`src/rtl/bnns_pkg.sv`:
```
// ============================================================================
// bnns_pkg
// Shared types, constants and the scale-to-ratio table of the sprite scaler.
// ============================================================================
`default_nettype none

package bnns_pkg;

    localparam int SpriteSide = 8;
    localparam int IdxW       = 3;
    localparam int ColW       = 8;
    localparam int ScaleW     = 4;
    localparam int RatioW     = 9;
    localparam int XW         = 6;
    localparam int PageW      = 3;

    localparam logic [ScaleW-1:0] ScaleReset = 4'd4;

    typedef enum logic {
        OpLoad = 1'b0,
        OpRead = 1'b1
    } t_opcode;

    // per-read mapping from output position to sprite coordinates
    typedef struct packed {
        logic                                 out_of_range;
        logic [IdxW-1:0]                      sx;
        logic [SpriteSide-1:0][IdxW-1:0]      sy;
    } t_coord;

    // (8 << 8) / (8 * s) + 1 for every reachable scale
    function automatic logic [RatioW-1:0] ratio_of(input logic [ScaleW-1:0] s);
        logic [RatioW-1:0] r;
        case (s)
            4'd1:    r = 9'd257;
            4'd2:    r = 9'd129;
            4'd3:    r = 9'd86;
            4'd4:    r = 9'd65;
            4'd5:    r = 9'd52;
            4'd6:    r = 9'd43;
            4'd7:    r = 9'd37;
            4'd8:    r = 9'd33;
            4'd9:    r = 9'd29;
            4'd10:   r = 9'd26;
            4'd11:   r = 9'd24;
            4'd12:   r = 9'd22;
            4'd13:   r = 9'd20;
            4'd14:   r = 9'd19;
            4'd15:   r = 9'd18;
            default: r = 9'd257;
        endcase
        return r;
    endfunction

endpackage

`default_nettype wire

```
`src/rtl/bnns_if.sv`:
```
// ============================================================================
// bnns_in_if / bnns_out_if
// Valid/ready channels carrying command words in and page-byte words out.
// ============================================================================
`default_nettype none

interface bnns_in_if;
    logic       valid;
    logic       ready;
    logic [0:0] opcode;
    logic [2:0] column_index;
    logic [7:0] column_bits;
    logic [5:0] out_column;
    logic [2:0] out_page;

    modport source (output valid, opcode, column_index, column_bits, out_column, out_page,
                    input ready);
    modport sink   (input valid, opcode, column_index, column_bits, out_column, out_page,
                    output ready);
endinterface

interface bnns_out_if;
    logic       valid;
    logic       ready;
    logic [7:0] page_byte;
    logic       out_of_range;

    modport source (output valid, page_byte, out_of_range, input ready);
    modport sink   (input valid, page_byte, out_of_range, output ready);
endinterface

`default_nettype wire

```
`src/rtl/bnns_sprite_store.sv`:
```
// ============================================================================
// bnns_sprite_store
// Eight sprite column registers, one write port and one read port.
// ============================================================================
`default_nettype none

module bnns_sprite_store (
    input  wire logic                    i_clk,
    input  wire logic                    i_rst_n,
    input  wire logic                    i_we,
    input  wire logic [bnns_pkg::IdxW-1:0] i_waddr,
    input  wire logic [bnns_pkg::ColW-1:0] i_wdata,
    input  wire logic [bnns_pkg::IdxW-1:0] i_raddr,
    output logic      [bnns_pkg::ColW-1:0] o_rdata
);
    import bnns_pkg::*;

    logic [ColW-1:0] r_cols [SpriteSide];

    always_ff @(posedge i_clk) begin
        if (!i_rst_n) begin
            for (int i = 0; i < SpriteSide; i++) begin
                r_cols[i] <= '0;
            end
        end else if (i_we) begin
            r_cols[i_waddr] <= i_wdata;
        end
    end

    assign o_rdata = r_cols[i_raddr];

endmodule

`default_nettype wire

```
`src/rtl/bnns_coord.sv`:
```
// ============================================================================
// bnns_coord
// Maps an output column and page to sprite column and row indexes.
// ============================================================================
`default_nettype none

module bnns_coord #(
    parameter int MAX_SCALE = 8
) (
    input  wire logic [bnns_pkg::ScaleW-1:0] i_scale,
    input  wire logic [bnns_pkg::XW-1:0]     i_x,
    input  wire logic [bnns_pkg::PageW-1:0]  i_page,
    output bnns_pkg::t_coord                 o_coord
);
    import bnns_pkg::*;

    localparam logic [ScaleW:0] MaxScaleW = (ScaleW+1)'(MAX_SCALE);

    logic [ScaleW:0]   scale_w;
    logic [ScaleW-1:0] eff;
    logic [ScaleW+2:0] side;
    logic [RatioW-1:0] ratio;
    logic [14:0]       xr;

    // clamp to 1..MAX_SCALE
    always_comb begin
        scale_w = {1'b0, i_scale};
        if (i_scale == '0) begin
            eff = ScaleW'(1);
        end else if (scale_w > MaxScaleW) begin
            eff = MaxScaleW[ScaleW-1:0];
        end else begin
            eff = i_scale;
        end
    end

    assign side  = {eff, 3'b000};
    assign ratio = ratio_of(eff);
    assign xr    = 15'(i_x) * 15'(ratio);

    always_comb begin
        logic [XW-1:0] y;
        logic [14:0]   yr;
        o_coord.out_of_range = ({1'b0, i_x} >= side) || ({1'b0, i_page} >= eff);
        o_coord.sx           = xr[10:8];
        for (int b = 0; b < SpriteSide; b++) begin
            y               = {i_page, 3'(b)};
            yr              = 15'(y) * 15'(ratio);
            o_coord.sy[b]   = yr[10:8];
        end
    end

endmodule

`default_nettype wire

```
`src/rtl/bitmap_nearest_neighbor_scaler_unit.sv`:
```
// ============================================================================
// bitmap_nearest_neighbor_scaler_unit
// Nearest-neighbor scaler for an 8x8 one-bit sprite, read as display pages.
// ============================================================================
// usage
//   i_in_ch  : command words; opcode load writes column_bits into sprite
//              column column_index, opcode read asks for the page byte at
//              out_column / out_page of the sprite scaled to 8*scale square
//   o_out_ch : one word per read: page_byte (bit b = row page*8+b) and
//              out_of_range (page_byte forced to zero when set)
//   i_cfg_we / i_cfg_wdata : scale register, write only while idle
// timing
//   one command word accepted per cycle while no read waits on a stalled result
//   a read passes through the input register, then the coordinate math and column
//   select fill the result register once it is free
//   loads retire from the input register in order, so a read always sees
//   every load accepted ahead of it
// reset
//   sprite cleared to zero, scale back to 4, both pipeline stages empty
// backpressure
//   a stalled result holds in the output register; the input register still
//   takes words, and ready drops only when a read waits behind it
// ============================================================================
`default_nettype none

module bitmap_nearest_neighbor_scaler_unit #(
    parameter int MAX_SCALE = 8
) (
    input  wire logic                      i_clk,
    input  wire logic                      i_rst_n,
    bnns_in_if.sink                        i_in_ch,
    bnns_out_if.source                     o_out_ch,
    input  wire logic                      i_cfg_we,
    input  wire logic [bnns_pkg::ScaleW-1:0] i_cfg_wdata
);
    import bnns_pkg::*;

    // scale register
    logic [ScaleW-1:0] r_scale;

    // input stage
    logic              r_in_valid;
    t_opcode           r_in_op;
    logic [IdxW-1:0]   r_in_col_idx;
    logic [ColW-1:0]   r_in_col_bits;
    logic [XW-1:0]     r_in_x;
    logic [PageW-1:0]  r_in_page;

    // result stage
    logic              r_out_valid;
    logic [ColW-1:0]   r_out_byte;
    logic              r_out_oor;

    logic              in_accept;
    logic              is_load;
    logic              adv_read;
    logic              stage_free;
    t_coord            coord;
    logic [ColW-1:0]   col;
    logic [ColW-1:0]   n_byte;

    always_ff @(posedge i_clk) begin
        if (!i_rst_n) begin
            r_scale <= ScaleReset;
        end else if (i_cfg_we) begin
            r_scale <= i_cfg_wdata;
        end
    end

    // stage handshake: loads always retire, reads need a free result slot
    assign is_load    = (r_in_op == OpLoad);
    assign adv_read   = r_in_valid && !is_load && (!r_out_valid || o_out_ch.ready);
    assign stage_free = !r_in_valid || is_load || adv_read;
    assign in_accept  = i_in_ch.valid && stage_free;

    assign i_in_ch.ready = stage_free;

    always_ff @(posedge i_clk) begin
        if (!i_rst_n) begin
            r_in_valid <= 1'b0;
        end else if (stage_free) begin
            r_in_valid <= i_in_ch.valid;
        end
    end

    // payload, no reset needed
    always_ff @(posedge i_clk) begin
        if (in_accept) begin
            r_in_op       <= t_opcode'(i_in_ch.opcode);
            r_in_col_idx  <= i_in_ch.column_index;
            r_in_col_bits <= i_in_ch.column_bits;
            r_in_x        <= i_in_ch.out_column;
            r_in_page     <= i_in_ch.out_page;
        end
    end

    // sprite written when the load leaves the input stage
    bnns_sprite_store u_store (
        .i_clk   (i_clk),
        .i_rst_n (i_rst_n),
        .i_we    (r_in_valid && is_load),
        .i_waddr (r_in_col_idx),
        .i_wdata (r_in_col_bits),
        .i_raddr (coord.sx),
        .o_rdata (col)
    );

    bnns_coord #(
        .MAX_SCALE (MAX_SCALE)
    ) u_coord (
        .i_scale (r_scale),
        .i_x     (r_in_x),
        .i_page  (r_in_page),
        .o_coord (coord)
    );

    // pick each output row from the selected sprite column
    always_comb begin
        for (int b = 0; b < ColW; b++) begin
            n_byte[b] = col[coord.sy[b]] && !coord.out_of_range;
        end
    end

    always_ff @(posedge i_clk) begin
        if (!i_rst_n) begin
            r_out_valid <= 1'b0;
        end else if (adv_read) begin
            r_out_valid <= 1'b1;
        end else if (o_out_ch.ready) begin
            r_out_valid <= 1'b0;
        end
    end

    always_ff @(posedge i_clk) begin
        if (adv_read) begin
            r_out_byte <= n_byte;
            r_out_oor  <= coord.out_of_range;
        end
    end

    assign o_out_ch.valid        = r_out_valid;
    assign o_out_ch.page_byte    = r_out_byte;
    assign o_out_ch.out_of_range = r_out_oor;

endmodule

`default_nettype wire

```
`src/flat_wrapper.sv`:
```
// flat-port wrapper written by rule: the top's interface ports become plain ports
module bitmap_nearest_neighbor_scaler_unit_flat import bnns_pkg::*;
#(
    parameter int MAX_SCALE = 8
)
  (i_clk, i_rst_n, i_cfg_we, i_cfg_wdata, i_in_ch_valid, i_in_ch_opcode, i_in_ch_column_index, i_in_ch_column_bits, i_in_ch_out_column, i_in_ch_out_page, i_in_ch_ready, o_out_ch_valid, o_out_ch_page_byte, o_out_ch_out_of_range, o_out_ch_ready);
  bnns_in_if i_in_ch_i ();
  bnns_out_if o_out_ch_i ();
  input  wire logic i_clk;
  input  wire logic i_rst_n;
  input  wire logic i_cfg_we;
  input  wire logic [bnns_pkg::ScaleW-1:0] i_cfg_wdata;
  input wire logic [$bits(i_in_ch_i.valid)-1:0] i_in_ch_valid;
  input wire logic [$bits(i_in_ch_i.opcode)-1:0] i_in_ch_opcode;
  input wire logic [$bits(i_in_ch_i.column_index)-1:0] i_in_ch_column_index;
  input wire logic [$bits(i_in_ch_i.column_bits)-1:0] i_in_ch_column_bits;
  input wire logic [$bits(i_in_ch_i.out_column)-1:0] i_in_ch_out_column;
  input wire logic [$bits(i_in_ch_i.out_page)-1:0] i_in_ch_out_page;
  output wire logic [$bits(i_in_ch_i.ready)-1:0] i_in_ch_ready;
  output wire logic [$bits(o_out_ch_i.valid)-1:0] o_out_ch_valid;
  output wire logic [$bits(o_out_ch_i.page_byte)-1:0] o_out_ch_page_byte;
  output wire logic [$bits(o_out_ch_i.out_of_range)-1:0] o_out_ch_out_of_range;
  input wire logic [$bits(o_out_ch_i.ready)-1:0] o_out_ch_ready;
  assign i_in_ch_i.valid = i_in_ch_valid;
  assign i_in_ch_i.opcode = i_in_ch_opcode;
  assign i_in_ch_i.column_index = i_in_ch_column_index;
  assign i_in_ch_i.column_bits = i_in_ch_column_bits;
  assign i_in_ch_i.out_column = i_in_ch_out_column;
  assign i_in_ch_i.out_page = i_in_ch_out_page;
  assign i_in_ch_ready = i_in_ch_i.ready;
  assign o_out_ch_valid = o_out_ch_i.valid;
  assign o_out_ch_page_byte = o_out_ch_i.page_byte;
  assign o_out_ch_out_of_range = o_out_ch_i.out_of_range;
  assign o_out_ch_i.ready = o_out_ch_ready;
  bitmap_nearest_neighbor_scaler_unit #(.MAX_SCALE(MAX_SCALE)) u_core (.i_clk(i_clk), .i_rst_n(i_rst_n), .i_in_ch(i_in_ch_i), .o_out_ch(o_out_ch_i), .i_cfg_we(i_cfg_we), .i_cfg_wdata(i_cfg_wdata));
endmodule
```
`config.mk`:
```
export PLATFORM = sky130hd
export DESIGN_NAME = bitmap_nearest_neighbor_scaler_unit_flat
export DESIGN_NICKNAME = d
export VERILOG_FILES = /design/src/rtl/bnns_pkg.sv /design/src/rtl/bnns_if.sv /design/src/rtl/bnns_sprite_store.sv /design/src/rtl/bnns_coord.sv /design/src/rtl/bitmap_nearest_neighbor_scaler_unit.sv /design/src/flat_wrapper.sv
export SDC_FILE = /design/constraint.sdc
export NUM_CORES = 1
export LEC_CHECK = 0
export BUFFER_PORTS_ARGS = -buffer_cell sky130_fd_sc_hd__buf_2
export CORE_MARGIN = 5
export CORE_UTILIZATION = 57
export CTS_CLUSTER_SIZE = 16
export DETAILED_ROUTE_END_ITERATION = 6
export PLACE_DENSITY_LB_ADDON = 0.15
export SLEW_MARGIN = 25
export SYNTH_ARGS = -nofsm -noshare
export SYNTH_HDL_FRONTEND = slang
export SYNTH_SLANG_ARGS = --single-unit
```
`constraint.sdc`:
```
create_clock -name i_clk -period 13.2 [get_ports i_clk]
set_input_delay 1.32 -clock i_clk [delete_from_list [all_inputs] [get_ports i_clk]]
set_output_delay 1.32 -clock i_clk [all_outputs]
set_load 0.03 [all_outputs]
```
# Word level (Yosys, flattened, before mapping)
# Memories as Yosys holds them, arrays and structs flattened.
# Index checks and enable logic that the tools add are counted.
# Widths: inputs -> output; s select.
# totals
reg_bits,36
ram_bits,64
mem_bits_ro,144
in_bits,30
output_inout_bits,11
elab_cells,82
n_memories,2
# op_classes
multipliers,9
order_cmp,11
muxes,27
bitwise,1
reduce_logical,22
# memory_table
name,words,word_bits,rd,rd_clocked_by_memory_dff,wr,line_no,text
(name not given),16,9,1,0,0,bnns_pkg.sv:34,case (s)
u_core.u_store.r_cols,8,8,1,0,8,bnns_sprite_store.sv:18,logic [ColW-1:0] r_cols [SpriteSide];
# ops
cell,n
$mul 6x9->11,5
$lt 3x4->1 const B,8
$bmux 1 s3,8
$mul 5x9->10,2
$mux 1,15
$logic_and 1x1->1,12
$mul 3x9->8,1
$mul 4x9->9,1
$mux 4,2
$mux 8,1
$reduce_or 8->1,1
$ge 6x7->1,1
$ge 3x4->1,1
$gt 4x4->1 const B,1
$logic_not 4->1,1
$logic_or 1x1->1,4
$logic_not 1->1,3
$mux 3,1
$reduce_bool 2->1,1
$not 1->1,1

# Logic depth before layout (Yosys ltp)
# An unclocked memory read counts as a cell.
# logic_depth
word_depth,9
ltp_mapped,24
depth_no_buf,21

# Cells and area by module
# From an unflattened synthesis, not the netlist that was laid out.
# hier_totals
cells_unflattened,884
hier_area_um2,9810.7
# by_module_without_submodules
mod,n_inst,cells_each,area_each_um2,seq_area_each_um2
bnns_coord,1,568,5083.6,0.0
bnns_sprite_store,1,194,2980.4,1921.8
bitmap_nearest_neighbor_scaler_unit,1,122,1746.7,1021.0

# Worst setup path before layout
# OpenSTA, ideal clock, no wires.
# synth_timing
path_type,reg-to-reg
from,register u_core.r_scale[2]
to,register u_core.r_out_byte[7] (netlist: u_core.o_out_ch.page_byte[7]) (data pin)
setup_time_ns,0.136
arrival_ns,6.350
slack_ns,6.714
path_stages_with_launch,24
synth_period_minus_slack_ns,6.486
path_cell_list,dfxtp_1 > buf_2 > xor2_1 > and2_1 > clkbuf_1 > inv_1 > nor2_1 > fa_1 > fa_1 > inv_1 > fa_1 > inv_1 > ha_1 > a21oi_1 > a31oi_1 > or3_1 > nor2b_1 > buf_2 > and2_1 > a22oi_1 > o21ai_1 > mux4_2 > mux2_2 > nor2_2
# synth_via
elab_chain_cells,9
elab_cells_between_ends,15
classes_between,2 x mul; 3 x order compare; 4 x mux; 4 x reduce/logical; 2 x memory
# synth_rtl
item,line_no,text
from (decl),bitmap_nearest_neighbor_scaler_unit.sv:39,logic [ScaleW-1:0] r_scale;
from (signal assigned),bitmap_nearest_neighbor_scaler_unit.sv:64,r_scale <= ScaleReset;
from (signal assigned),bitmap_nearest_neighbor_scaler_unit.sv:66,r_scale <= i_cfg_wdata;
$gt 4x4->1,bnns_coord.sv:30,end else if (scale_w > MaxScaleW) begin
$mux 4,bnns_coord.sv:30,
$mux 4 *,bnns_coord.sv:28,if (i_scale == '0) begin
$mem_v2 16x9,-,
$mul 6x9->11,bnns_coord.sv:39,assign xr = 15'(i_x) * 15'(ratio);
$mem_v2 8x8,-,
$bmux 1 s3,bitmap_nearest_neighbor_scaler_unit.sv:120,n_byte[b] = col[coord.sy[b]] && !coord.out_of_range;
$mux 1 (not written as such),bitmap_nearest_neighbor_scaler_unit.sv:120,
$logic_and 1x1->1 *,bitmap_nearest_neighbor_scaler_unit.sv:120,
named net u_core.n_byte[7],bitmap_nearest_neighbor_scaler_unit.sv:60,logic [ColW-1:0] n_byte;
to (signal assigned),bitmap_nearest_neighbor_scaler_unit.sv:136,r_out_byte <= n_byte;
to (decl),bitmap_nearest_neighbor_scaler_unit.sv:51,logic [ColW-1:0] r_out_byte;
# The timed path passes the listed nets; every way through them passes the cells marked *. The select of a mux whose other input is x is not followed.
# A chain may end at the register's enable or synchronous reset.

# Worst setup path after layout
# layout_timing
from,register u_core.r_scale[2]
to,register u_core.r_out_byte[4] (netlist: u_core.o_out_ch.page_byte[4]) (data pin)
# The elaborated chain is that of the path after synthesis.

==> flow_summary_export.csv <==
group,metric,value,unit
worst_hold_path,hp-start,"u_core.r_in_valid$_SDFFE_PN0N_",
yosys,synth_mux_area_share,5.86,%
yosys,postSynthAreaPerCell,10.9,µm²
final_layout,final_core_util,62.6,%
final_layout,fill_cells,1416,
yosys,synth_seq_area_share,29.4,%
final_layout,multi_input_area,0.00648,mm²
pwr,irDropWorstVdd,102,µV
pwr,swShare,40.2,%
yosys,syn-num-nets,1137,
floorplanning,core-area,0.0173,mm²
worst_setup_path,r2r_start,"u_core.r_scale[2]$_SDFFE_PN1P_",
worst_setup_path,cp.arrival,7.77,ns
floorplanning,dieArea,0.0203,mm²
route,vias,6699,
worst_setup_path,endpoint_kind,"flop",
clock_tree,cts_resized,0,
worst_setup_path,r2r_end,"u_core.o_out_ch.page_byte[4]$_DFFE_PP_",
timing,period_share,58.1,%
pwr,power_density,129,mW/mm²
timing,finalHoldViolCount,0,
place,dp_hpwl,17600,µm
final_layout,nNetsFinal,1183,
yosys,synth_xor_area_share,5.28,%
final_layout,antennaDiodeCount,0,
pwr,leakagePower,4.91,nW
final_layout,final_common_cell,"inv_1",
final_layout,area_delta_synth_final,8.07,%
yosys,syn_area,0.0100,mm²
yosys,synth_compound_area_share,8.48,%
timing,hold_slack,0.600,ns
grt,grt_max_degree,21,
route,drt-wirelength-per-cell,18.2,µm
timing,finalSetupViolCount,0,
timing,tightest_slew,0.981,ns
grt,grt-ovfl-total,0,
final_layout,drive_above_1_share,11.4,%
pwr,combPwrFrac,52.8,%
clock_tree,post_cts_buffers,0,
floorplanning,pin_count,41,
yosys,ys_types,75,
yosys,synth_top_family_by_area,"adder cells",
worst_setup_path,cpPeakStageDelay,0.74,ns
clock_tree,clk_latency,0.35,ns
yosys,synthAdderAreaFrac,29.7,%
timing,relSlewSlack,34.4,%
worst_setup_path,worstSetupPathType,"flop to flop",
yosys,syn_inst,923,
timing,fmax,130,MHz
yosys,synth_ff_type,"edfxtp_1",
worst_setup_path,start_kind,"flop",
yosys,yosys_warnings,0,
clock_tree,cts.sinks,100,
grt,first_global_vias,7046,
floorplanning,die_y,143,µm
timing,finalSetupTns,0,ns
clock_tree,clkTransAtPathRegs,0.08,ns
final_layout,final_cell_mix,"inv_1, ha_1, edfxtp_1",
yosys,ys_ff_latch,100,
clock_tree,cts_made_buffers,9,
final_layout,regArea,0.00294,mm²
job,drv_cap,0,
worst_hold_path,hold_path.class,"flop to flop",
worst_setup_path,worstPathMaxFanout,17,
route,drc_errors,0,
route,drtAntennaViolNets,0,
yosys,synth_edf_count,94,
floorplanning,rows,48,
grt,grt_pass1_wl,36500,µm
place,place_congestion,0.915,
timing,grt_setup_unrepaired,"false",
clock_tree,clockBufferDepth,2,
route,dr.pass1.iters,7,
worst_hold_path,whs_path_depth,2,
route,drt_iter0_markers,394,
pwr,seqPwrFrac,27.5,%
pwr,p_switching,0.000561,W
worst_setup_path,timing.critical_path.slowest_stage_cell,"dfxtp_1",
timing,period_needed,7.67,ns
grt,grt_antenna_before_repair,0,
run_status,status,"finished clean",
yosys,async_reset_ff_share,0,%
worst_setup_path,cp_top_family,"simple AND/OR/NAND/NOR gates",
timing,finClkSkew,0.0128,ns
clock_tree,cts_tree,"done",
pwr,p_int,0.000835,W
worst_hold_path,worstHoldEndpoint,"u_core.o_out_ch.valid$_SDFFE_PN0P_",
route,wl,21900,µm
place,port_buffers,40,
route,vias_per_cell,5.59,
worst_setup_path,r2r_cells,19,
worst_setup_path,cp_cell_sequence,"xor2_1 -> and2_1 -> inv_1 -> nor2_1 -> fa_1 -> fa_1 -> inv_1 -> fa_1 -> inv_1 -> ha_1 -> nand3_1 -> a31oi_1 -> or3_1 -> nor2b_1 -> mux4_2 -> o21ai_1 -> mux2i_1 -> mux2_2 -> o2bb2ai_1",
yosys,synthSimpleGateAreaFrac,15.2,%
pwr,power_frac_clock,19.7,%
timing,report.final.slew_viol_count,0,
clock_tree,ctsHoldBuffers,0,
clock_tree,cts_max_level,3,
worst_setup_path,critPathRequiredTime,13.31,ns
clock_tree,cts.root.buffer_cell,"clkbuf_16",
floorplanning,initial_utilization,57.9,%
floorplanning,die_w,143,µm
worst_setup_path,worst-path-buf-inv,3,
place,placedCellCount,1183,
worst_setup_path,r2r_slack,5.53,ns
grt,grt_use_total,23.1,%
final_layout,final_cell_count_no_fill,1199,
## how the worst max path moves through the flow
stage / from / to / slack, ns / cells past startpoint
after floorplan: u_core.r_scale[2]$_SDFFE_PN1P_ / u_core.o_out_ch.page_byte[7]$_DFFE_PP_ / 6.71 / 23
after global placement: u_core.r_scale[2]$_SDFFE_PN1P_ / u_core.o_out_ch.page_byte[4]$_DFFE_PP_ / 5.82 / 19
after detailed placement: u_core.r_scale[2]$_SDFFE_PN1P_ / u_core.o_out_ch.page_byte[4]$_DFFE_PP_ / 5.56 / 19
after CTS: u_core.r_scale[2]$_SDFFE_PN1P_ / u_core.o_out_ch.page_byte[4]$_DFFE_PP_ / 5.52 / 19
after global routing: u_core.r_scale[2]$_SDFFE_PN1P_ / u_core.o_out_ch.page_byte[4]$_DFFE_PP_ / 4.86 / 19
final: u_core.r_scale[2]$_SDFFE_PN1P_ / u_core.o_out_ch.page_byte[4]$_DFFE_PP_ / 5.53 / 19
## flip-flops by register name, summed over array words and instances (netlist names), 3 cells and up
register,cells
u_core.u_store.r_cols,64
u_core.o_out_ch.page_byte,8
u_core.r_in_col_bits,8
u_core.r_in_x,6
u_core.r_scale,4
u_core.r_in_col_idx,3
u_core.r_in_page,3
## power by group through the flow
| stage | Combinational, W | Sequential (W) | Clock (W) |
|---|---|---|---|
| CTS | 0.000741 | 0.000383 | 0.000278 |
| floorplan | 0.000574 | 0.000388 | 0 |
| finish | 0.000737 | 0.000383 | 0.000275 |
| global route | 0.000827 | 0.000386 | 0.000295 |
| global placement | 0.000720 | 0.000390 | 0 |
| detailed placement | 0.000736 | 0.000390 | 0 |
## synthesized netlist by cell type, types with 10 or more instances
library cell / instances / area (µm²)
mux4_2: 12 / 270
o21ai_0: 19 / 95.1
nand2b_1: 22 / 138
and2_1: 91 / 569
inv_1: 142 / 533
ha_1: 94 / 1180
nand2_1: 46 / 173
mux2i_1: 26 / 260
a21oi_1: 19 / 95.1
edfxtp_1: 94 / 2820
nor2b_1: 14 / 87.6
fa_1: 90 / 1800
nor2_1: 43 / 161
nor3_1: 15 / 75.1
a31oi_1: 10 / 62.6
xor2_1: 15 / 131
xnor2_1: 28 / 245
## through the flow
| step | cell area, µm² | worst slack (ns) | total power (W) |
|---|---|---|---|
| final | 10800 | 5.53 | 0.00140 |
| after global routing | 10800 | 4.86 | 0.00151 |
| after CTS | 10800 | 5.52 | 0.00140 |
| after detailed placement | 10500 | 5.56 | 0.00113 |
| after global placement | 10500 | 5.82 | 0.00111 |
| after floorplan | 10000 | 6.71 | 0.000961 |
## worst register-to-register path, stage by stage (launching register included)
cell       delay, ns
dfxtp_1         0.74
xor2_1          0.33
and2_1          0.68
inv_1           0.37
nor2_1          0.20
fa_1            0.47
fa_1            0.56
inv_1           0.06
fa_1            0.54
inv_1           0.04
ha_1            0.32
nand3_1         0.15
a31oi_1         0.40
or3_1           0.20
nor2b_1         0.70
mux4_2          0.59
o21ai_1         0.51
mux2i_1         0.15
mux2_2          0.29
o2bb2ai_1       0.12
## kinds of logic (layout without fill, tap and decap cells)
kind of cell,after synthesis,count (layout)
AO/OA/AOI/OAI,118,118
XOR/XNOR,49,49
adder cells (fa/ha/maj),184,184
buffers and inverters,157,208
flip-flops,100,100
multiplexers,43,43
AND/OR/NAND/NOR,272,272
## final cells by class
type                            count  area share, %
Clock buffer                        9           2.08
Sequential cell                   100           27.2
Clock inverter                      7          0.832
Timing Repair Buffer               50           2.54
Multi-Input combinational cell    666           59.8
Tap cell                          225           2.60
Inverter                          142           4.92
## routing by layer
metal / wire (µm) / vias up / share of wire (%) / track usage, %
met2: 10700 / 149 / 49 / 39.3
met1: 9500 / 3266 / 43 / 29.9
met3: 868 / 50 / 4.0 / 3.36
met4: 807 / 0 / 3.7 / 9.05
li1: - / 3234 / - / -
met5: 0 / - / 0 / 0
Power figures use the tool's default switching activity.
